==> src/hdl/xs4k_pkg.sv <==
// ----------------------------------------------------------------------------
// xs4k_pkg
// shared types, constants and register indexes of the xorshift-star generator
// ----------------------------------------------------------------------------
`default_nettype none

package xs4k_pkg;

  localparam int STATE_WORDS_DEF = 64;
  localparam int WORD_W          = 64;
  localparam int HALF_W          = 32;
  localparam int SHIFT_W         = 6;
  localparam int INDEX_W         = 6;
  localparam int CMD_W           = 2;
  localparam int CFG_INDEX_W     = 3;
  localparam int QUEUE_DEPTH     = 4;

  // input commands
  localparam logic [CMD_W-1:0] CMD_LOAD = 2'd0;
  localparam logic [CMD_W-1:0] CMD_STEP = 2'd1;
  localparam logic [CMD_W-1:0] CMD_HALF = 2'd2;

  // configuration register indexes
  localparam logic [CFG_INDEX_W-1:0] REG_SHIFT_A    = 3'd0;
  localparam logic [CFG_INDEX_W-1:0] REG_SHIFT_B    = 3'd1;
  localparam logic [CFG_INDEX_W-1:0] REG_SHIFT_C    = 3'd2;
  localparam logic [CFG_INDEX_W-1:0] REG_MULTIPLIER = 3'd3;
  localparam logic [CFG_INDEX_W-1:0] REG_REVERSE    = 3'd4;

  // reset values of the configuration registers
  localparam logic [SHIFT_W-1:0] SHIFT_A_RST    = 6'd23;
  localparam logic [SHIFT_W-1:0] SHIFT_B_RST    = 6'd11;
  localparam logic [SHIFT_W-1:0] SHIFT_C_RST    = 6'd30;
  localparam logic [WORD_W-1:0]  MULTIPLIER_RST = 64'd2685821657736338717;
  localparam logic               REVERSE_RST    = 1'b1;

  // classified operation carried from the front to the back
  typedef enum logic [2:0] {
    OP_NONE,
    OP_LOAD,
    OP_STEP,
    OP_LOW,
    OP_HIGH
  } op_t;

  typedef struct packed {
    op_t                op;
    logic [INDEX_W-1:0] index;
    logic [WORD_W-1:0]  seed;
  } item_t;

  typedef struct packed {
    op_t               op;
    logic [WORD_W-1:0] word;
  } ring_out_t;

  typedef struct packed {
    logic [SHIFT_W-1:0] shift_a;
    logic [SHIFT_W-1:0] shift_b;
    logic [SHIFT_W-1:0] shift_c;
    logic [WORD_W-1:0]  multiplier;
    logic               reverse_enable;
  } cfg_t;

endpackage

`default_nettype wire

==> src/hdl/xs4k_queue.sv <==
// ----------------------------------------------------------------------------
// xs4k_queue
// short first-in first-out queue between front and back
// ----------------------------------------------------------------------------
`default_nettype none

module xs4k_queue (
  input  wire logic      clk,
  input  wire logic      rst,
  input  wire logic      push_valid,
  output logic           push_ready,
  input  xs4k_pkg::item_t push_item,
  output logic           pop_valid,
  input  wire logic      pop_ready,
  output xs4k_pkg::item_t pop_item
);
  import xs4k_pkg::*;

  localparam int QPTR_W = $clog2(QUEUE_DEPTH);
  localparam int CNT_W  = $clog2(QUEUE_DEPTH + 1);

  item_t             entries [QUEUE_DEPTH];
  logic [QPTR_W-1:0] wr_ptr;
  logic [QPTR_W-1:0] rd_ptr;
  logic [CNT_W-1:0]  count;
  logic              push;
  logic              pop;

  assign push_ready = count != CNT_W'(QUEUE_DEPTH);
  assign pop_valid  = count != '0;
  assign push       = push_valid && push_ready;
  assign pop        = pop_ready && pop_valid;
  assign pop_item   = entries[rd_ptr];

  always_ff @(posedge clk) begin
    if (push) begin
      entries[wr_ptr] <= push_item;
    end
  end

  always_ff @(posedge clk) begin
    if (rst) begin
      wr_ptr <= '0;
      rd_ptr <= '0;
      count  <= '0;
    end else begin
      if (push) begin
        wr_ptr <= wr_ptr + 1'b1;
      end
      if (pop) begin
        rd_ptr <= rd_ptr + 1'b1;
      end
      case ({push, pop})
        2'b10:   count <= count + 1'b1;
        2'b01:   count <= count - 1'b1;
        default: count <= count;
      endcase
    end
  end

endmodule

`default_nettype wire

==> config.mk <==
export PLATFORM = sky130hd
export DESIGN_NAME = xs4k_queue
export DESIGN_NICKNAME = d
export VERILOG_FILES = /design/src/hdl/xs4k_pkg.sv /design/src/hdl/xs4k_queue.sv
export SDC_FILE = /design/constraint.sdc
export NUM_CORES = 1
export LEC_CHECK = 0
export CAP_MARGIN = 20
export CORE_MARGIN = 1
export CORE_UTILIZATION = 65
export CTS_CLUSTER_SIZE = 25
export DETAILED_ROUTE_END_ITERATION = 6
export DONT_BUFFER_PORTS = 1
export PLACE_DENSITY = 0.81
export SYNTH_ARGS = -nofsm -noshare
export SYNTH_HDL_FRONTEND = slang
export SYNTH_SLANG_ARGS = --single-unit
==> constraint.sdc <==
create_clock -name clk -period 8.05 [get_ports clk]
set_input_delay 0.4025 -clock clk [delete_from_list [all_inputs] [get_ports clk]]
set_output_delay 0.4025 -clock clk [all_outputs]
set_load 0.02 [all_outputs]
==> results of run 1 <==
## state kept, by name (all words and copies together) (netlist names), named ones only
| name | count |
|---|---|
| wr_ptr | 2 |
| rd_ptr | 2 |
| entries | 292 |
| count | 3 |
## cell usage after synthesis
library cell,number
sky130_fd_sc_hd__buf_12,7
sky130_fd_sc_hd__buf_2,7
sky130_fd_sc_hd__o31a_1,1
sky130_fd_sc_hd__or3_1,2
sky130_fd_sc_hd__nand2_1,1
sky130_fd_sc_hd__inv_1,6
sky130_fd_sc_hd__and2_1,4
sky130_fd_sc_hd__xnor2_1,1
sky130_fd_sc_hd__mux2i_1,1
sky130_fd_sc_hd__nand2b_1,2
sky130_fd_sc_hd__nor2_1,9
sky130_fd_sc_hd__clkbuf_2,1
sky130_fd_sc_hd__mux2_2,1
sky130_fd_sc_hd__mux4_2,72
sky130_fd_sc_hd__a21boi_2,1
sky130_fd_sc_hd__buf_6,1
sky130_fd_sc_hd__edfxtp_1,292
sky130_fd_sc_hd__xor2_1,3
sky130_fd_sc_hd__clkbuf_1,1
sky130_fd_sc_hd__mux4_1,1
sky130_fd_sc_hd__a21oi_1,2
sky130_fd_sc_hd__fa_1,1
sky130_fd_sc_hd__ha_1,5
sky130_fd_sc_hd__o21ai_0,1
sky130_fd_sc_hd__o311ai_0,1
sky130_fd_sc_hd__dfxtp_1,9
## final cells by class
| class | instances | share of cell area (%) |
|---|---|---|
| clock buffers | 37 | 5.87 |
| clock inverters | 14 | 1.28 |
| inverters | 6 | 0.175 |
| multi-input cells | 109 | 15.0 |
| flip-flops and latches | 301 | 69.6 |
| well taps | 220 | 2.14 |
| repair buffers | 76 | 5.97 |
## metal layers
metal	share of wire [%]	up-vias	routed length [microns]
met4	2.6	0	508
met2	52	189	10100
met3	5.7	38	1090
met5	0	-	0
met1	39	2471	7580
li1	-	2018	-
## worst register-to-register path: stages (launching register included)
cell,delay [ns]
sky130_fd_sc_hd__dfxtp_1,0.44
sky130_fd_sc_hd__nor2_1,0.11
sky130_fd_sc_hd__a21boi_2,0.34
sky130_fd_sc_hd__and2_4,0.95
## worst max path at each step
stage | startpoint | endpoint | cells after the start
2_1_floorplan | count[0] | entries[0][0] | 3
3_3_place_gp | register | pop_item[55] | 2
3_5_place_dp | register | pop_item[32] | 2
4_1_cts | register | pop_item[33] | 2
5_1_grt | register | pop_item[49] | 2
6_report | register | pop_item[49] | 2
## power groups by stage
| stage | combinational (W) | clock [W] | sequential [W] |
|---|---|---|---|
| 3_5_place_dp | 0.000808 | 0 | 0.00204 |
| 6_report | 0.000848 | 0.00131 | 0.00200 |
| 4_1_cts | 0.000856 | 0.00132 | 0.00201 |
| 5_1_grt | 0.000889 | 0.00139 | 0.00203 |
| 3_3_place_gp | 0.000790 | 0 | 0.00203 |
| 2_1_floorplan | 0.000827 | 0 | 0.00196 |
## layout by cell type (no fill, tap or decap), drive strengths merged, types with 2 or more instances in the layout
| cell type | synthesis | final |
|---|---|---|
| edfxtp | 292 | 292 |
| ha | 5 | 5 |
| xor2 | 3 | 3 |
| bufinv | 0 | 4 |
| buf | 15 | 2 |
| dfxtp | 9 | 9 |
| and2 | 4 | 4 |
| nand2b | 2 | 2 |
| or3 | 2 | 2 |
| clkbuf | 2 | 37 |
| a21oi | 2 | 2 |
| clkinv | 0 | 9 |
| mux4 | 73 | 73 |
| dlygate4sd3 | 0 | 74 |
| inv | 6 | 6 |
| nor2 | 9 | 9 |
## per-stage QoR
step	area, sq um	setup slack (ns)	power (W)	util (%)	hold WS [ns]
final	12900	4.86	0.00416	77.3	0.0827
after global routing	12900	4.61	0.00430	77.3	0.0883
after CTS	12900	4.73	0.00419	77.2	0.0658
after detailed placement	11200	5.31	0.00285	67.2	0.476
after global placement	11200	5.35	0.00282	67.2	0.469
after floorplan	11100	5.15	0.00278	-	0.482
## logic make-up (layout without fill, tap and decap cells)
logic type	Yosys count	after routing	synth area share, %
DFF	301	301	80.7
and+or+nand+nor	18	18	0.790
muxes	75	75	15.1
AOI/OAI and AO/OA	6	6	0.395
adders and majority gates	6	6	0.745
xor gates and xnor gates	4	4	0.316
buffers and inverters	23	133	1.96
==> results, run 1 <==
- The run finished with clean final reports.
- The count of yosys warnings during synthesis is 0.
- The worst register-to-register path begins at count[0].
- The sum of negative setup slack is 0 ns.
- The number of gates resized after CTS was 0.
- By area the synthesized netlist is led by sky130_fd_sc_hd__edfxtp_1, sky130_fd_sc_hd__mux4_2, sky130_fd_sc_hd__dfxtp_1.
- In this run, the clock network consumes 31.5% of the power.
- The number of hold-repair buffers added at the cts stage is 74.
- STA classifies the critical path endpoint as a primary output.
- Registers take 8960 sq um.
- The share of post-route cells with drive strength above 1 is 21.9%.
- The floorplan die height is 133 microns.
- The slowest stage of the critical path belongs to the cell sky130_fd_sc_hd__buf_4.
- The net count after synthesis is 516.
- The number of CTS-inserted buffers is 29.
- Once layout is complete, the cells apart from fillers number 763.
- The initial standard-cell utilization of the core is 66.6%.
- The first-pass detailed-route iteration total is 5.
- The arrival time at the worst endpoint is 2.79 ns.
- On the worst path, the slowest cell contributes a delay of 0.76 ns.
- The number of max-slew violations in the final report is 0.
- The reg-to-reg setup timing slack is 5.76 ns.
- The critical path in this run is classified as reg2out.
- The remaining global-route overflow is 0.
- Counting along the longest clock path gives a buffer depth of 3.
- After the first detailed-routing iteration, the DRC count stood at 248.
- The power density over the cells is 323 nW/um^2.
- The total number of nets in the final design is 606.
- The via count of the first global-routing pass is 5,080.
- The count of buffers added on input and output ports is 0.
- The die is 133 microns wide.
- The clock reaches the later pin of the worst-skew pair after 0.52 ns.
- The depth of the most critical reg-to-reg path is 3.
- The area growth from synthesis to layout is 16.1%.
- The static leakage is 4.04 nW.
- Global routing consumed, on the met2 layer, 38.1% of the routing resources.
- The maximum ir drop on the vdd rail is 344 uV.
- The synthesized design contains 301 register bits.
- The worst path uses 39.7% of the clock period.
- Across the run, the number of max-cap violations was 0.
- The achievable frequency is 0.313 GHz.
- The required time at the worst-slack endpoint is 7.65 ns.
- The clock skew is 0.00824 ns.
- The last weighted congestion value of the routability-driven placer is 0.789.
- The final period demand of the worst path is 3.19 ns.
- The number of design rule violations left after detail routing is 0.
- In the routed layout, each cell is associated on average with a via count of 6.18.
- The gate family responsible for the most delay along the worst path is buffers and inverters.
- The fill cell total of the finished layout is 797.
- After global routing, the most crowded layer is met2.
- The worst setup path is launched from a register.
- Summing the sequential cell areas from Yosys gives 80.7% of the chip area.
- Counting every instance in the synthesized netlist gives 433.
- The relative slew slack is 25.7%.
- Along the worst path, the maximum fanout reaches 44.
- The part of the total power dissipated in sequential elements is 48.1%.
- The root buffer cell chosen for the clock tree is sky130_fd_sc_hd__clkbuf_16.
- The setup violation total in the final timing report is 0.
- The die covers 17,600 sq um.
- Combinational logic burns 20.4% of the power.
- Yosys mapped the design onto 26 distinct sky130hd cell types.
- At the pin with the least slew margin, the transition time is 1.11 ns.
- After detailed routing, the total wire length is 19,300 microns.
- The hold violation count in the final report came to 0.
- The min-delay analysis places its worst path in the category in2reg.
- The biggest area contributor in the post-synthesis netlist is sky130_fd_sc_hd__edfxtp_1.
- The internal power of the cells is 0.00302 W.
- The hold-critical path endpoint is wr_ptr[1].
- The wire length of the first global-routing pass is 29,600 microns.
- After clock tree synthesis, the clock-pin slew on the worst setup and hold paths is 0.06 ns.
- Summing all multi-input logic gate instances after layout gives 1930 sq um.
- The met3 track demand over resource is 4.21%.
- The end of the worst register-to-register path is entries[2][55].
- The pin count of the biggest net entering global routing is 74.
- The count of antenna diodes in the layout is 0.
- The core outline area is 16,600 sq um.
- The buffering stage count on the worst path with inverters included is 1.
- The cell area after synthesis is 11,100 sq um.
- TritonCTS built the clock tree.
- The total number of H-tree levels is 1.
- Detailed routing inserted a total of 4,716 vias.
- The count of nets left with antenna violations once routing finished came out at 0.
- The initial antenna violation count is 0.
- In the final routed layout, each cell accounts on average for 25.3 microns.
- The number of placement rows is 47.
- The global-route total usage across every layer is 22.7%.
- Setup repair after global routing left no endpoint under its margin.
- Each instance of the synthesized netlist takes up on average 25.6 sq um.
- Net switching is 27.5% of the power.
- Post-CTS timing repair inserted 0 buffers for setup.
- The hold-critical path depth is 2.
- Walking the worst path, the cells encountered are buf_4, mux4_2.
- The share of synthesized area in the top cell type comes to 79.1%.
- 152 I/O pins were placed.
- The number of placed cells counting well taps is 637.
- After legalization and detailed placement, the total HPWL measured 9760 microns.
- Global routing used 30.7% of the available met1 tracks.
- The worst hold path begins at rst.
- The net switching power is 0.00114 W.
- Clock tree synthesis found a total of 301 sinks.
Note: power is estimated with default switching activity, not from simulation.
==> run 2, diff against run 1 <==
--- a/config.mk
+++ b/config.mk
@@ -5,13 +5,14 @@
 export SDC_FILE = /design/constraint.sdc
 export NUM_CORES = 1
 export LEC_CHECK = 0
+export ABC_AREA = 1
 export CAP_MARGIN = 20
 export CORE_MARGIN = 1
-export CORE_UTILIZATION = 65
+export CORE_UTILIZATION = 63
 export CTS_CLUSTER_SIZE = 25
 export DETAILED_ROUTE_END_ITERATION = 6
 export DONT_BUFFER_PORTS = 1
-export PLACE_DENSITY = 0.81
+export PLACE_DENSITY = 0.79
 export SYNTH_ARGS = -nofsm -noshare
 export SYNTH_HDL_FRONTEND = slang
 export SYNTH_SLANG_ARGS = --single-unit
==> constraint.sdc (replaced) <==
create_clock -name clk -period 3.2 [get_ports clk]
set_input_delay 0.16 -clock clk [delete_from_list [all_inputs] [get_ports clk]]
set_output_delay 0.16 -clock clk [all_outputs]
set_load 0.02 [all_outputs]
==> run 2 against run 1 <==
Against the previous run:
- setup slack lost 4.2 ns
- clock skew increased by 0.0015 ns
- highest routed layer unchanged
- cell count is 44% higher
- clock power increased by 130%
- clock-buffer cell count decreased by 2
- synthesized cell count grew 79%
==> results, run 2 <==
- The post-detailed-routing wire length is 22,700 microns (+18%).
- The path type of the worst setup path is reg2out.
- The transition at the pin with the smallest max-transition slack was 0.790 ns (-0.324 ns).
- The most common cell after layout, fill and taps aside is sky130_fd_sc_hd__edfxtp_1.
- The detailed-route vias per instance is 6.08 (-1.6%).
- The required time at the worst-slack endpoint is 3.04 ns (-4.61 ns).
- The number of CTS-inserted buffers came to 28 (-3.4%).
- Derived from the worst setup path, the maximum achievable clock frequency is 0.396 GHz.
- The floorplan die height is 136 microns (+2.6%).
- The wire length of the first global-routing pass is 34,600 microns (+17%).
- The total number of H-tree levels is 1 (unchanged).
- The clock skew is 0.00969 ns (+0.00145 ns).
- The final instance count without filler cells came to 1,097 (+44%).
- The static leakage is 4.34 nW (+7.3%).
- Setup repair after global routing left no endpoint under its margin.
- The die extent in x is 136 microns (+2.6%).
- The remaining global-route overflow is 0 (unchanged).
- The post-synthesis async set-or-reset flop share is 0% (unchanged).
- The initial antenna violation count is 0 (unchanged).
- The largest registers in the layout are entries x292, count x3.
- The cell area after synthesis came to 11,300 sq um (+2.1%).
- The total design power is 0.0101 W (+140%).
- The count of yosys warnings during synthesis is 0 (unchanged).
- The arrival time at the worst endpoint is 2.36 ns (-0.43 ns).
- The total number of nets in the final design is 932 (+54%).
- The area growth from synthesis to layout is 15.4%.
- The number of storage elements in the synthesis netlist is 301 (unchanged).
- The highest fanout seen on the critical path is 43 (-2.3%).
- The count of distinct cell types in the synthesized netlist is 19 (-27%).
- The via count of the first global-routing pass is 6,786 (+34%).
- The endpoint type of the worst setup path is a primary output.
- The number of port buffers is 0 (unchanged).
- The relative slew slack was 47.3% (+22 points).
- The fill cell total of the finished layout is 1,019 (+28%).
- The area enclosed by the die boundary came to 18,500 sq um (+5.2%).
- The total area of multi-input combinational cells is 2000 sq um (+3.8%).
- The max-cap check violation count is 0 (unchanged).
- The hold violation count in the final report is 0 (unchanged).
- The detailed-route via count is 6,669 (+41%).
- The number of design rule violations left after detail routing came to 0 (unchanged).
- The buffer count from post-CTS setup fixing was 0 (unchanged).
- The initial standard-cell utilization of the core came to 64.9% (-1.7 points).
- The worst setup path is launched from a register.
- The latest clock arrival within the worst-skew pair is 0.52 ns (about the same).
- The average cell area after synthesis was 14.6 sq um (-43%).
- The mean routed wirelength per cell is 20.7 microns (-18%).
- The final core area utilization came to 74.9% (-2.4 points).
- The share of the synthesized area in the top cell type is 77.5% (-1.6 points).
- The number of flip-flops under the largest register name came to 292 (unchanged).
- The number of cells upsized or downsized after cts is 0 (unchanged).
- Ranked by flip-flop count, first place goes to entries.
- The number of routed nets with antenna violations is 0 (unchanged).
- The setup violation total in the final timing report was 0 (unchanged).
- Dividing the final minimum period by the clock period gives 78.8%.
- Ranked by instance count, the synthesized netlist is headed by sky130_fd_sc_hd__edfxtp_1, sky130_fd_sc_hd__nor2_1, sky130_fd_sc_hd__o21ai_0, sky130_fd_sc_hd__o22ai_1, sky130_fd_sc_hd__o21ai_1.
- The top-level port count is 152 (unchanged).
- The core outline area is 17,400 sq um (+4.7%).
- The number of placement rows is 48 (+2.1%).
- The clock period could shrink to 2.52 ns.
- The cell count after synthesis was 774 (+79%).
- The class of the tightest hold or removal check is in2reg.
- The number of max-slew violations in the final report came to 0 (unchanged).
- The share of post-route cells with drive strength above 1 came to 6.77% (-15 points).
- The last weighted congestion value of the routability-driven placer was 0.744 (-5.7%).
- The clock transition at the registers of the reported paths is 0.06 ns (about the same).
- The leading register cell type out of synthesis is sky130_fd_sc_hd__edfxtp_1.
- The global-route total usage across every layer was 24.7% (+2.0 points).
- The sequential fraction of the synthesis area came to 79.1% (-1.6 points).
- The net count after synthesis is 857 (+66%).
- The number of DRC markers after the initial detailed-route iteration is 515 (+110%).
- The most area-hungry cell type in the Yosys netlist is sky130_fd_sc_hd__edfxtp_1.
- The register area is 8950 sq um (about the same).
- The pin count of the biggest net entering global routing is 147 (+99%).
- The maximum ir drop on the vdd rail is 636 uV (+85%).
- The maximum root-to-sink buffer count is 3 (unchanged).
- The number of synthesized flops with an enable pin is 292 (unchanged).
- The most common cell in the synthesized netlist is sky130_fd_sc_hd__edfxtp_1.
- The first-pass detailed-route iteration total was 5 (unchanged).
- The cell at the root of the clock tree is sky130_fd_sc_hd__clkbuf_16.
- The number of clock sinks is 301 (unchanged).
- The power density over the cells is 773 nW/um^2 (+140%).
- The clock tree from TritonCTS is built.
- Yosys attributes the largest share of cell area to sky130_fd_sc_hd__edfxtp_1, sky130_fd_sc_hd__nor2_1, sky130_fd_sc_hd__o22ai_1.
- The flow ran to the end, and the final reports show no timing, DRC or antenna violations.
- The library cells used most frequently in the layout, excluding fill and tap cells, are sky130_fd_sc_hd__edfxtp_1, sky130_fd_sc_hd__nor2_1, sky130_fd_sc_hd__o21ai_0.
- The number of placed cells counting well taps is 967 (+52%).
- The half-perimeter wire length after detailed placement was 11,900 microns (+22%).
==> run 2: critical path, stage by stage, from the launching register on <==
cell and delay (ns):
sky130_fd_sc_hd__dfxtp_4 0.36, sky130_fd_sc_hd__inv_4 0.34, sky130_fd_sc_hd__buf_4 0.49, sky130_fd_sc_hd__o21ai_0 0.14, sky130_fd_sc_hd__o22ai_1 0.48
==> run 2: worst paths after layout <==
| kind | from | cells past startpoint | slack, ns | endpoint |
|---|---|---|---|---|
| setup / recovery | register | 4 | 0.68 | pop_item[64] |
| hold / removal | push_valid | 3 | 0.16 | wr_ptr[1] |
| setup reg to reg | count[1] | 12 | 0.81 | count[2] |
| hold reg to reg | rd_ptr[1] | 2 | 0.50 | register |
==> run 2: power by group <==
part           switching, W  internal [W]
Clock               0.00131       0.00165
Sequential        0.0000925       0.00469
Combinational       0.00183      0.000530
==> run 2: cells by family after synthesis <==
kind of cell    share of synthesized area, %
simple gates                            5.90
buf+inv                                 3.46
fa+ha+maj                              0.730
compound gates                          10.8
flops                                   79.1
==> run 2: timing repair <==
item / in CTS / in global routing
setup endpoints to repair: 0 / 0
hold buffers: 77 / 0
hold endpoints to repair: 301 / 0
==> run 2: through the flow <==
stage,setup TNS (ns),area [sq um],hold WS (ns),setup WS (ns)
CTS,0,13100,0.142,0.686
floorplan,-338.03,11300,0.229,-1.16
global route,0,13100,0.188,0.541
detailed placement,0,11500,0.235,0.889
finish,0,13100,0.162,0.677
global placement,0,11500,0.233,1.03
==> run 2: per-layer routing <==
layer / part of all wire (%) / GRT usage, %
met1: 38 / 30.6
met3: 8.2 / 5.74
met5: 0 / 0
met4: 1.3 / 7.04
met2: 52 / 43.4
==> run 2: final cells by class <==
type	count	share of cell area [%]
Multi-Input combinational cell	408	15.3
Timing Repair Buffer	92	7.05
Inverter	18	0.537
Clock inverter	17	0.575
Clock buffer	35	5.73
Antenna cell	1	0.0192
Sequential cell	301	68.6
Tap cell	225	2.16
