--- src/hdl/xs4k_pkg.sv ---
// ----------------------------------------------------------------------------
// xs4k_pkg
// shared types, constants and register indexes of the xorshift-star generator
// ----------------------------------------------------------------------------
`default_nettype none

package xs4k_pkg;

  localparam int STATE_WORDS_DEF = 64;
  localparam int WORD_W          = 64;
  localparam int HALF_W          = 32;
  localparam int SHIFT_W         = 6;
  localparam int INDEX_W         = 6;
  localparam int CMD_W           = 2;
  localparam int CFG_INDEX_W     = 3;
  localparam int QUEUE_DEPTH     = 4;

  // input commands
  localparam logic [CMD_W-1:0] CMD_LOAD = 2'd0;
  localparam logic [CMD_W-1:0] CMD_STEP = 2'd1;
  localparam logic [CMD_W-1:0] CMD_HALF = 2'd2;

  // configuration register indexes
  localparam logic [CFG_INDEX_W-1:0] REG_SHIFT_A    = 3'd0;
  localparam logic [CFG_INDEX_W-1:0] REG_SHIFT_B    = 3'd1;
  localparam logic [CFG_INDEX_W-1:0] REG_SHIFT_C    = 3'd2;
  localparam logic [CFG_INDEX_W-1:0] REG_MULTIPLIER = 3'd3;
  localparam logic [CFG_INDEX_W-1:0] REG_REVERSE    = 3'd4;

  // reset values of the configuration registers
  localparam logic [SHIFT_W-1:0] SHIFT_A_RST    = 6'd23;
  localparam logic [SHIFT_W-1:0] SHIFT_B_RST    = 6'd11;
  localparam logic [SHIFT_W-1:0] SHIFT_C_RST    = 6'd30;
  localparam logic [WORD_W-1:0]  MULTIPLIER_RST = 64'd2685821657736338717;
  localparam logic               REVERSE_RST    = 1'b1;

  // classified operation carried from the front to the back
  typedef enum logic [2:0] {
    OP_NONE,
    OP_LOAD,
    OP_STEP,
    OP_LOW,
    OP_HIGH
  } op_t;

  typedef struct packed {
    op_t                op;
    logic [INDEX_W-1:0] index;
    logic [WORD_W-1:0]  seed;
  } item_t;

  typedef struct packed {
    op_t               op;
    logic [WORD_W-1:0] word;
  } ring_out_t;

  typedef struct packed {
    logic [SHIFT_W-1:0] shift_a;
    logic [SHIFT_W-1:0] shift_b;
    logic [SHIFT_W-1:0] shift_c;
    logic [WORD_W-1:0]  multiplier;
    logic               reverse_enable;
  } cfg_t;

endpackage

`default_nettype wire

--- src/hdl/xs4k_front.sv ---
// ----------------------------------------------------------------------------
// xs4k_front
// accepts commands, tracks the half toggle and classifies each transaction
// ----------------------------------------------------------------------------
`default_nettype none

module xs4k_front #(
  parameter int STATE_WORDS = xs4k_pkg::STATE_WORDS_DEF
) (
  input  wire logic                         clk,
  input  wire logic                         rst,
  input  wire logic                         in_valid,
  output logic                              in_ready,
  input  wire logic [xs4k_pkg::CMD_W-1:0]   command,
  input  wire logic [xs4k_pkg::INDEX_W-1:0] word_index,
  input  wire logic [xs4k_pkg::WORD_W-1:0]  seed_value,
  output logic                              push_valid,
  input  wire logic                         push_ready,
  output xs4k_pkg::item_t                   push_item
);
  import xs4k_pkg::*;

  logic low_half_given;
  logic low_half_given_next;
  logic in_range;
  logic accept;

  assign in_ready   = push_ready;
  assign push_valid = in_valid;
  assign accept     = in_valid && push_ready;
  assign in_range   = 32'(word_index) < 32'(STATE_WORDS);

  always_comb begin
    low_half_given_next = low_half_given;
    push_item.op        = OP_NONE;
    push_item.index     = word_index;
    push_item.seed      = seed_value;
    unique case (command)
      CMD_LOAD: begin
        push_item.op = in_range ? OP_LOAD : OP_NONE;
      end
      CMD_STEP: begin
        push_item.op        = OP_STEP;
        low_half_given_next = 1'b0;
      end
      CMD_HALF: begin
        // low half first, high half then steps
        push_item.op        = low_half_given ? OP_HIGH : OP_LOW;
        low_half_given_next = ~low_half_given;
      end
      default: begin
        push_item.op = OP_NONE;
      end
    endcase
  end

  always_ff @(posedge clk) begin
    if (rst) begin
      low_half_given <= 1'b0;
    end else if (accept) begin
      low_half_given <= low_half_given_next;
    end
  end

endmodule

`default_nettype wire

--- config.mk ---
export PLATFORM = sky130hd
export DESIGN_NAME = xs4k_front
export DESIGN_NICKNAME = d
export VERILOG_FILES = /design/src/hdl/xs4k_pkg.sv /design/src/hdl/xs4k_front.sv
export SDC_FILE = /design/constraint.sdc
export NUM_CORES = 1
export LEC_CHECK = 0
export BUFFER_PORTS_ARGS = -buffer_cell sky130_fd_sc_hd__clkbuf_2
export CORE_AREA = 2 2 58 60
export CTS_CLUSTER_SIZE = 40
export DETAILED_ROUTE_END_ITERATION = 10
export DIE_AREA = 0 0 60 62
export PLACE_DENSITY = 0.81
export SETUP_SLACK_MARGIN = 0.05
export SYNTH_ARGS = -nofsm -noshare
export SYNTH_HDL_FRONTEND = slang
export SYNTH_SLANG_ARGS = --single-unit
--- constraint.sdc ---
create_clock -name clk -period 2.7 [get_ports clk]
set_input_delay 0.81 -clock clk [delete_from_list [all_inputs] [get_ports clk]]
set_output_delay 0.81 -clock clk [all_outputs]
set_load 0.05 [all_outputs]
==> impl_metrics.env, run 1 <==
export IMPL_outcome="finished clean"
export IMPL_start_util_pct=21.05
export IMPL_grt_max_degree=5
export IMPL_synth_distinct_cells=11
export IMPL_die_height_um=62
export IMPL_finalClockSkew_ns=0
export IMPL_vias_per_cell=3.324
export IMPL_drc_errors=0
export IMPL_cp_max_fo=3
export IMPL_dr_first_iter_drc_count=3
export IMPL_worstReg2RegEnd="low_half_given"
export IMPL_wl_per_cell_um=12.39
export IMPL_drive_gt1_share_pct=44.00
export IMPL_cp_data_arrival_time_ns=1.73
export IMPL_grt_usage_pct=4.134
export IMPL_tightest_slew_ns=0.2767
export IMPL_pin_count=151
export IMPL_synthCells=87
export IMPL_core_area_um2=3179
export IMPL_synthTopCellsByArea="buf_4 81%, ha_1 5.6%, dfxtp_1 3.0%"
export IMPL_fin_crit_sh_pct=93.99
export IMPL_post_route_min_period_ns=2.538
export IMPL_syn_num_nets=166
export IMPL_ant_nets=0
export IMPL_netlist_area_leader_share_pct=80.75
export IMPL_p_leak_nw=0.1147
export IMPL_drv_slew=0
export IMPL_syn_area_um2=669.4
export IMPL_grt_pass1_vias=245
export IMPL_die_w_um=60
export IMPL_grt_ovfl_total=0
export IMPL_clk_pin_slew_ns=0
export IMPL_grt_pass1_wl_um=1138
export IMPL_reg_largest_list="low_half_given: 1 flops"
export IMPL_num_vias=236
export IMPL_dp_hpwl_um=729.3
export IMPL_nNetsFinal=106
export IMPL_drtPass1Iterations=2
export IMPL_rsz0062_at_grt="no"
export IMPL_clk_latency_ns=0
export IMPL_num_antenna_cells=0
export IMPL_worstSetupEndpointType="output port"
export IMPL_num_rows=21
export IMPL_fin_ws_ns=0.1622
export IMPL_fmax_ghz=0.3940
export IMPL_port_buffers=10
export IMPL_ys_warn_count=0
export IMPL_dpl_cell_area_um2=236.5
export IMPL_critPathKind="in -> out"
export IMPL_p_per_area_nw_per_um2=204.8
export IMPL_slew_headroom_pct=81.63
export IMPL_place_gp_congestion=0.6268
export IMPL_areaGrowthSynthToFinish_pct=-64.67
export IMPL_timing_rr_start="low_half_given"
export IMPL_synth_seq_area_share_pct=2.991
export IMPL_cap_viol_max_count=0
export IMPL_largest_reg_flops=1
export IMPL_holdBufCountCts=0
export IMPL_stdcell_area_um2=236.5
export IMPL_worst_ep_required_time_ns=1.89
export IMPL_setup_viol=0
export IMPL_rr_worst_depth=2
export IMPL_synth_seq_cells=1
export IMPL_start_kind="primary input"
export IMPL_r2r_setup_slack_ns=1.81
export IMPL_routed_wl_um=880
export IMPL_hp_class="reg -> reg"
export IMPL_fp_dieArea_um2=3720
export IMPL_yosys_area_top_type="buf_4"
export IMPL_holdPathStages=2
export IMPL_power_w=0.00004843
export IMPL_holdPathEnd="low_half_given"
export IMPL_final_hold_viol_count=0
export IMPL_antenna_found_initial=0
export IMPL_ir_worst_vdd_mv=0.07535
export IMPL_worstHoldStart="low_half_given"
export IMPL_pre_cts_slack_ns=0.1456
export IMPL_syn_area_per_cell_um2=7.694
export IMPL_largest_register="low_half_given"
==> worst max-delay path by stage <==
stage               start       endpoint  slack [ns]  cells past startpoint
3_5_place_dp   command[0]  push_item[70]        0.15                      6
5_1_grt        command[0]  push_item[71]        0.06                      6
3_3_place_gp   command[0]  push_item[70]        0.21                      6
6_report       command[0]  push_item[71]        0.16                      6
2_1_floorplan  command[0]  push_item[71]       -0.06                      4
4_1_cts        command[0]  push_item[70]        0.14                      6
==> report_power, final <==
| group | total [W] | leakage (nW) | switching (W) | internal [W] |
|---|---|---|---|---|
| logic | 0.0000327 | 0.107 | 0.0000231 | 0.00000959 |
| clock network | 0 | 0 | 0 | 0 |
| registers | 0.0000157 | 0.00809 | 0.000000249 | 0.0000154 |
| total | 0.0000484 | 0.115 | 0.0000234 | 0.0000250 |
==> cell usage after synthesis, drive strengths merged <==
cell	number
a21oi	1
or2b	1
nand2b	1
ha	3
mux2i	2
buf	72
nand3	1
and2	1
inv	3
dfxtp	1
or3b	1
==> critical path, stage by stage <==
cell	delay, ns
clkbuf_2	0.09
inv_1	0.11
ha_1	0.19
nand2b_1	0.09
mux2i_1	0.14
clkbuf_2	0.30
==> metal layers <==
metal / global-route usage (%) / up-vias / wire length [um]
li1: - / 69 / -
met3: 2.277 / 36 / 237
met2: 6.211 / 43 / 358
met5: 0 / - / 0
met1: 1.358 / 88 / 87
met4: 10.79 / 0 / 197
==> timing repair <==
action,in CTS,in global routing
buffers inserted,0,0
resized for setup,0,1
endpoints found under the setup margin,0,1
==> placed cells by master, fill, tap and decap left out, drive strengths merged <==
cell type and instances:
or3b 1, buf 1, nand3 1, or2b 1, inv 3, nand2b 1
a21oi 1, and2 1, clkbuf 9, ha 3, dfxtp 1, mux2i 2
==> metrics by stage <==
stage	utilization [%]	TNS, ns	cells	hold WS (ns)
finish	7.438	0	71	0.5688
global route	7.438	0	71	0.6331
CTS	7.438	0	71	0.5840
detailed placement	7.438	0	71	0.5789
global placement	7.438	0	71	0.5805
floorplan	-	-0.09724	87	0.5129
==> layout make-up <==
cell class                 instances  area (um^2)
fill                             391         2943
timing repair buffer              10        50.05
inverter                           3        11.26
tap                               46        57.56
multi-input combinational         11        97.59
sequential                         1        20.02
==> kinds of logic after synthesis <==
logic type / after synthesis / synth area share [%]
buffers and inverters: 75 / 82.43
AND/OR/NAND/NOR: 5 / 5.235
adder cells (fa/ha/maj): 3 / 5.608
multiplexers: 2 / 2.991
AO/OA/AOI/OAI: 1 / 0.7469
flip-flops: 1 / 2.991
No activity file was read; power rests on OpenSTA's default activity.
==> run 2: changes to the inputs <==
--- a/config.mk
+++ b/config.mk
@@ -10,6 +10,7 @@
 export CTS_CLUSTER_SIZE = 40
 export DETAILED_ROUTE_END_ITERATION = 10
 export DIE_AREA = 0 0 60 62
+export MAX_ROUTING_LAYER = met4
 export PLACE_DENSITY = 0.81
 export SETUP_SLACK_MARGIN = 0.05
 export SYNTH_ARGS = -nofsm -noshare
==> run 2 against run 1 <==
  * Final cell count is the same
  * Register-to-register slack is essentially flat
  * Routed wire length grew 0.91%
  * Flip-flop and latch count is the same
==> impl_metrics.env, run 2 (synthesis results as in run 1) <==
export IMPL_grt_pass1_wl_um=1138
export IMPL_p_int_w=0.00002504
export IMPL_outcome="finished clean"
export IMPL_p_per_area_nw_per_um2=204.8
export IMPL_hp_class="reg -> reg"
export IMPL_rsz0062_at_grt="no"
export IMPL_reg_largest_list="low_half_given: 1 flops"
export IMPL_r2r_setup_slack_ns=1.81
export IMPL_crit_end="push_item[71]"
export IMPL_rr_worst_depth=2
export IMPL_drive_gt1_share_pct=44.00
export IMPL_power_share_sequential_pct=32.4
export IMPL_fmax_ghz=0.3938
export IMPL_finalClockSkew_ns=0
export IMPL_num_vias=242
export IMPL_nNetsFinal=106
export IMPL_largest_reg_flops=1
export IMPL_path_cells="clkbuf_2 > inv_1 > ha_1 > nand2b_1 > mux2i_1 > clkbuf_2"
export IMPL_multi_input_area_um2=97.59
export IMPL_ant_nets=0
export IMPL_die_height_um=62
export IMPL_critPathLaunch="command[0]"
export IMPL_clk_latency_ns=0
export IMPL_post_cts_buffers=0
export IMPL_p_leak_nw=0.1147
export IMPL_swShare_pct=48.28
export IMPL_tightest_slew_ns=0.2767
export IMPL_pin_count=151
export IMPL_fp_dieArea_um2=3720
export IMPL_num_antenna_cells=0
export IMPL_fillers=391
export IMPL_clkPwrFrac_pct=0
export IMPL_hold_slack_ns=0.5689
export IMPL_worstReg2RegEnd="low_half_given"
export IMPL_worst_ep_required_time_ns=1.89
export IMPL_core_area_um2=3179
export IMPL_cp_common_cell="clkbuf_2"
export IMPL_port_buffers=10
export IMPL_pre_cts_slack_ns=0.1456
export IMPL_mostFrequentLayoutCells="9 x clkbuf_2, 3 x inv_1, 3 x ha_1, 2 x mux2i_1"
export IMPL_start_util_pct=21.05
export IMPL_start_kind="primary input"
export IMPL_worstSetupEndpointType="output port"
export IMPL_grt_pass1_vias=245
export IMPL_vias_per_cell=3.408
export IMPL_dp_hpwl_um=729.3
export IMPL_cpPeakStageDelay_ns=0.30
export IMPL_final_hold_viol_count=0
export IMPL_cap_viol_max_count=0
export IMPL_combPwrFrac_pct=67.6
export IMPL_fin_ws_ns=0.1605
export IMPL_register_area_um2=20.02
export IMPL_crit_slowest_cell="clkbuf_2"
export IMPL_place_gp_congestion=0.6316
export IMPL_final_common_cell="clkbuf_2"
export IMPL_timing_rr_start="low_half_given"
export IMPL_setup_viol=0
export IMPL_slew_headroom_pct=81.63
export IMPL_tns_ns=0
export IMPL_cp_data_arrival_time_ns=1.73
export IMPL_clk_pin_slew_ns=0
export IMPL_grt_max_degree=5
export IMPL_drv_slew=0
export IMPL_grt_ovfl_total=0
export IMPL_wl_per_cell_um=12.51
export IMPL_num_rows=21
export IMPL_areaGrowthSynthToFinish_pct=-64.67
export IMPL_drc_errors=0
export IMPL_critPathKind="in -> out"
export IMPL_post_route_min_period_ns=2.540
export IMPL_net_switching_power_w=0.00002338
export IMPL_antenna_found_initial=0
export IMPL_routed_wl_um=888
export IMPL_largest_register="low_half_given"
export IMPL_drtPass1Iterations=1
export IMPL_grt_usage_pct=4.263
export IMPL_fin_crit_sh_pct=94.06
export IMPL_die_w_um=60
export IMPL_cp_max_fo=3
export IMPL_dr_first_iter_drc_count=0
export IMPL_ir_worst_vdd_mv=0.07535
==> run 2: metal layers <==
metal | GRT usage (%) | vias to the layer above | part of all wire (%)
li1 | - | 69 | -
met1 | 1.358 | 92 | 11
met2 | 6.211 | 41 | 41
met3 | 2.277 | 40 | 26
met4 | 10.79 | 0 | 22
met5 | - | - | 0
==> run 2: repair_timing <==
item	4_1_cts	5_1_grt
endpoints found under the setup margin	0	1
resized for setup	0	1
hold buffers	0	0
==> run 2: critical path, delay by kind of cell <==
family | cells | cell delay [ns]
multiplexers | 1 | 0.14
buffers and inverters | 3 | 0.50
adder cells (fa/ha/maj) | 1 | 0.19
AND/OR/NAND/NOR | 1 | 0.09
==> run 2: power by group through the flow <==
stage / Clock, W / Sequential (W) / Combinational (W)
finish: 0 / 0.0000157 / 0.0000327
global route: 0 / 0.0000158 / 0.0000354
CTS: 0 / 0.0000157 / 0.0000335
detailed placement: 0 / 0.0000157 / 0.0000334
global placement: 0 / 0.0000157 / 0.0000322
floorplan: 0 / 0.0000156 / 0.000304
==> run 2: metrics by stage <==
step                util (%)  total power, W  cells  cell area, um^2
floorplan                  -       0.0003195     87            669.4
global placement       7.438      0.00004792     71            236.5
detailed placement     7.438      0.00004911     71            236.5
CTS                    7.438      0.00004920     71            236.5
global route           7.438      0.00005120     71            236.5
finish                 7.438      0.00004842     71            236.5
==> run 2: how the worst min path moves through the flow <==
stage | startpoint | end | slack (ns) | cells past startpoint
floorplan | low_half_given | low_half_given | 0.51 | 2
global placement | low_half_given | low_half_given | 0.58 | 2
detailed placement | low_half_given | low_half_given | 0.58 | 2
CTS | low_half_given | low_half_given | 0.58 | 2
global route | low_half_given | low_half_given | 0.63 | 2
finish | low_half_given | low_half_given | 0.57 | 2
==> run 2: cell type report <==
type / instances / share of cell area, %
flip-flops and latches: 1 / 8.466
multi-input cells: 11 / 41.27
well taps: 46 / 24.34
repair buffers: 10 / 21.16
inverters: 3 / 4.762
==> run 3: changes to the inputs <==
==> constraint.sdc (replaced) <==
create_clock -name clk -period 2.7 [get_ports clk]
set_input_delay 0.135 -clock clk [delete_from_list [all_inputs] [get_ports clk]]
set_output_delay 0.135 -clock clk [all_outputs]
set_load 0.05 [all_outputs]
==> run 3 against run 2 <==
  * Via count is 0.41% lower
  * Worst setup slack better by 1.4 ns
  * Sequential power hardly changed
  * Routed wire length is 0.11% higher
  * Critical path depth stayed put
  * Final area stayed put
  * Sequential share of layout area stayed put
  * Final cell count stayed put
  * Combinational power hardly changed
==> impl_metrics.env, run 3 (synthesis results as in run 1) <==
export IMPL_outcome="finished clean"
export IMPL_finalClockSkew_ns=0
export IMPL_dpl_cell_area_um2=236.5
export IMPL_areaGrowthSynthToFinish_pct=-64.67
export IMPL_grt_pass1_wl_um=1173
export IMPL_cap_viol_max_count=0
export IMPL_stdcell_area_um2=236.5
export IMPL_cpPeakStageDelay_ns=0.29
export IMPL_vias_per_cell=3.394
export IMPL_routed_wl_um=889
export IMPL_worstHoldStart="seed_value[45]"
export IMPL_fmax_ghz=0.8465
export IMPL_critPathKind="in -> out"
export IMPL_core_area_um2=3179
export IMPL_crit_family="buffers and inverters"
export IMPL_hp_class="in -> out"
export IMPL_worstReg2RegEnd="low_half_given"
export IMPL_final_hold_viol_count=0
export IMPL_fin_crit_sh_pct=43.75
export IMPL_nNetsFinal=106
export IMPL_post_cts_buffers=0
export IMPL_dp_hpwl_um=719.6
export IMPL_crit_buf_inv=3
export IMPL_place_gp_congestion=0.6313
export IMPL_cts_resized=0
export IMPL_holdPathStages=0
export IMPL_num_vias=241
export IMPL_tightest_slew_ns=0.2758
export IMPL_setup_viol=0
export IMPL_slew_headroom_pct=81.69
export IMPL_antenna_found_initial=0
export IMPL_start_kind="primary input"
export IMPL_tns_ns=0
export IMPL_crit_slowest_cell="clkbuf_2"
export IMPL_num_rows=21
export IMPL_mostFrequentLayoutCells="10 x clkbuf_2, 3 x inv_1, 3 x ha_1, 2 x mux2i_1"
export IMPL_grt_pass1_vias=233
export IMPL_wl_per_cell_um=12.52
export IMPL_drc_errors=0
export IMPL_holdBufCountCts=0
export IMPL_rsz0062_at_grt="no"
export IMPL_grt_max_degree=5
export IMPL_grt_ovfl_total=0
export IMPL_cp_max_fo=3
export IMPL_dr_first_iter_drc_count=0
export IMPL_rr_worst_depth=2
export IMPL_die_w_um=60
export IMPL_reg_largest_list="low_half_given: 1 flops"
export IMPL_path_cells="clkbuf_2 > inv_1 > ha_1 > nand2b_1 > a21oi_1 > clkbuf_2"
export IMPL_final_common_cell="clkbuf_2"
export IMPL_ir_worst_vdd_mv=0.07336
export IMPL_p_per_area_nw_per_um2=204.7
export IMPL_fp_dieArea_um2=3720
export IMPL_ant_nets=0
export IMPL_fillers=390
export IMPL_drive_gt1_share_pct=44.00
export IMPL_worst_ep_required_time_ns=2.57
export IMPL_num_antenna_cells=0
export IMPL_grt_usage_pct=4.396
export IMPL_pin_count=151
export IMPL_cp_common_cell="clkbuf_2"
export IMPL_timing_rr_start="low_half_given"
export IMPL_cp_data_arrival_time_ns=1.05
export IMPL_port_buffers=10
export IMPL_start_util_pct=21.05
export IMPL_post_route_min_period_ns=1.181
export IMPL_largest_reg_flops=1
export IMPL_drv_slew=0
export IMPL_largest_register="low_half_given"
export IMPL_drtPass1Iterations=1
export IMPL_clk_latency_ns=0
export IMPL_worstSetupEndpointType="output port"
export IMPL_p_leak_nw=0.1145
export IMPL_r2r_setup_slack_ns=1.81
export IMPL_holdPathEnd="push_item[45]"
export IMPL_die_height_um=62
run 3: final cells by class:
class,instances,area (um^2),share of cell area [%]
Sequential cell,1,20.02,8.466
Timing Repair Buffer,10,50.05,21.16
Inverter,3,11.26,4.762
Tap cell,46,57.56,24.34
Multi-Input combinational cell,11,97.59,41.27
run 3: per-layer routing:
metal  vias up  routed length [um]  global-route usage [%]
li1         69                   -                       -
met2        41                 364                   6.211
met5         -                   0                       -
met3        40                 222                   2.277
met4         0                 199                   10.79
met1        91                 102                   1.728
run 3: worst max-delay path by stage:
stage                    start            end  slack [ns]  cells past startpoint
detailed placement  command[0]  push_item[70]        1.51                      6
CTS                 command[0]  push_item[70]        1.51                      6
finish              command[0]  push_item[70]        1.52                      6
global placement    command[0]  push_item[70]        1.56                      6
global route        command[0]  push_item[70]        1.38                      6
floorplan           command[0]  push_item[71]        1.29                      4
run 3: worst register-to-register path, delay by kind of cell (launching register included):
family	cells	cell delay, ns
DFF	1	0.30
muxes	1	0.14
and+or+nand+nor	1	0.37
run 3: stage by stage:
step           hold WS [ns]  util, %   power (W)  setup WS, ns  std cells
4_1_cts              0.2703    7.438  0.00004917         1.511         71
3_5_place_dp         0.2703    7.438  0.00004906         1.512         71
2_1_floorplan        0.3115        -   0.0003195         1.288         87
6_report             0.2700    7.438  0.00004842         1.519         71
3_3_place_gp         0.2703    7.438  0.00004792         1.557         71
5_1_grt              0.2701    7.438  0.00005163         1.376         71
run 3: power by group:
part	internal, W	switching, W	leakage, nW
Sequential	0.0000154	0.000000265	0.00809
Combinational	0.00000961	0.0000231	0.106
Clock	0	0	0
Total	0.0000250	0.0000234	0.115
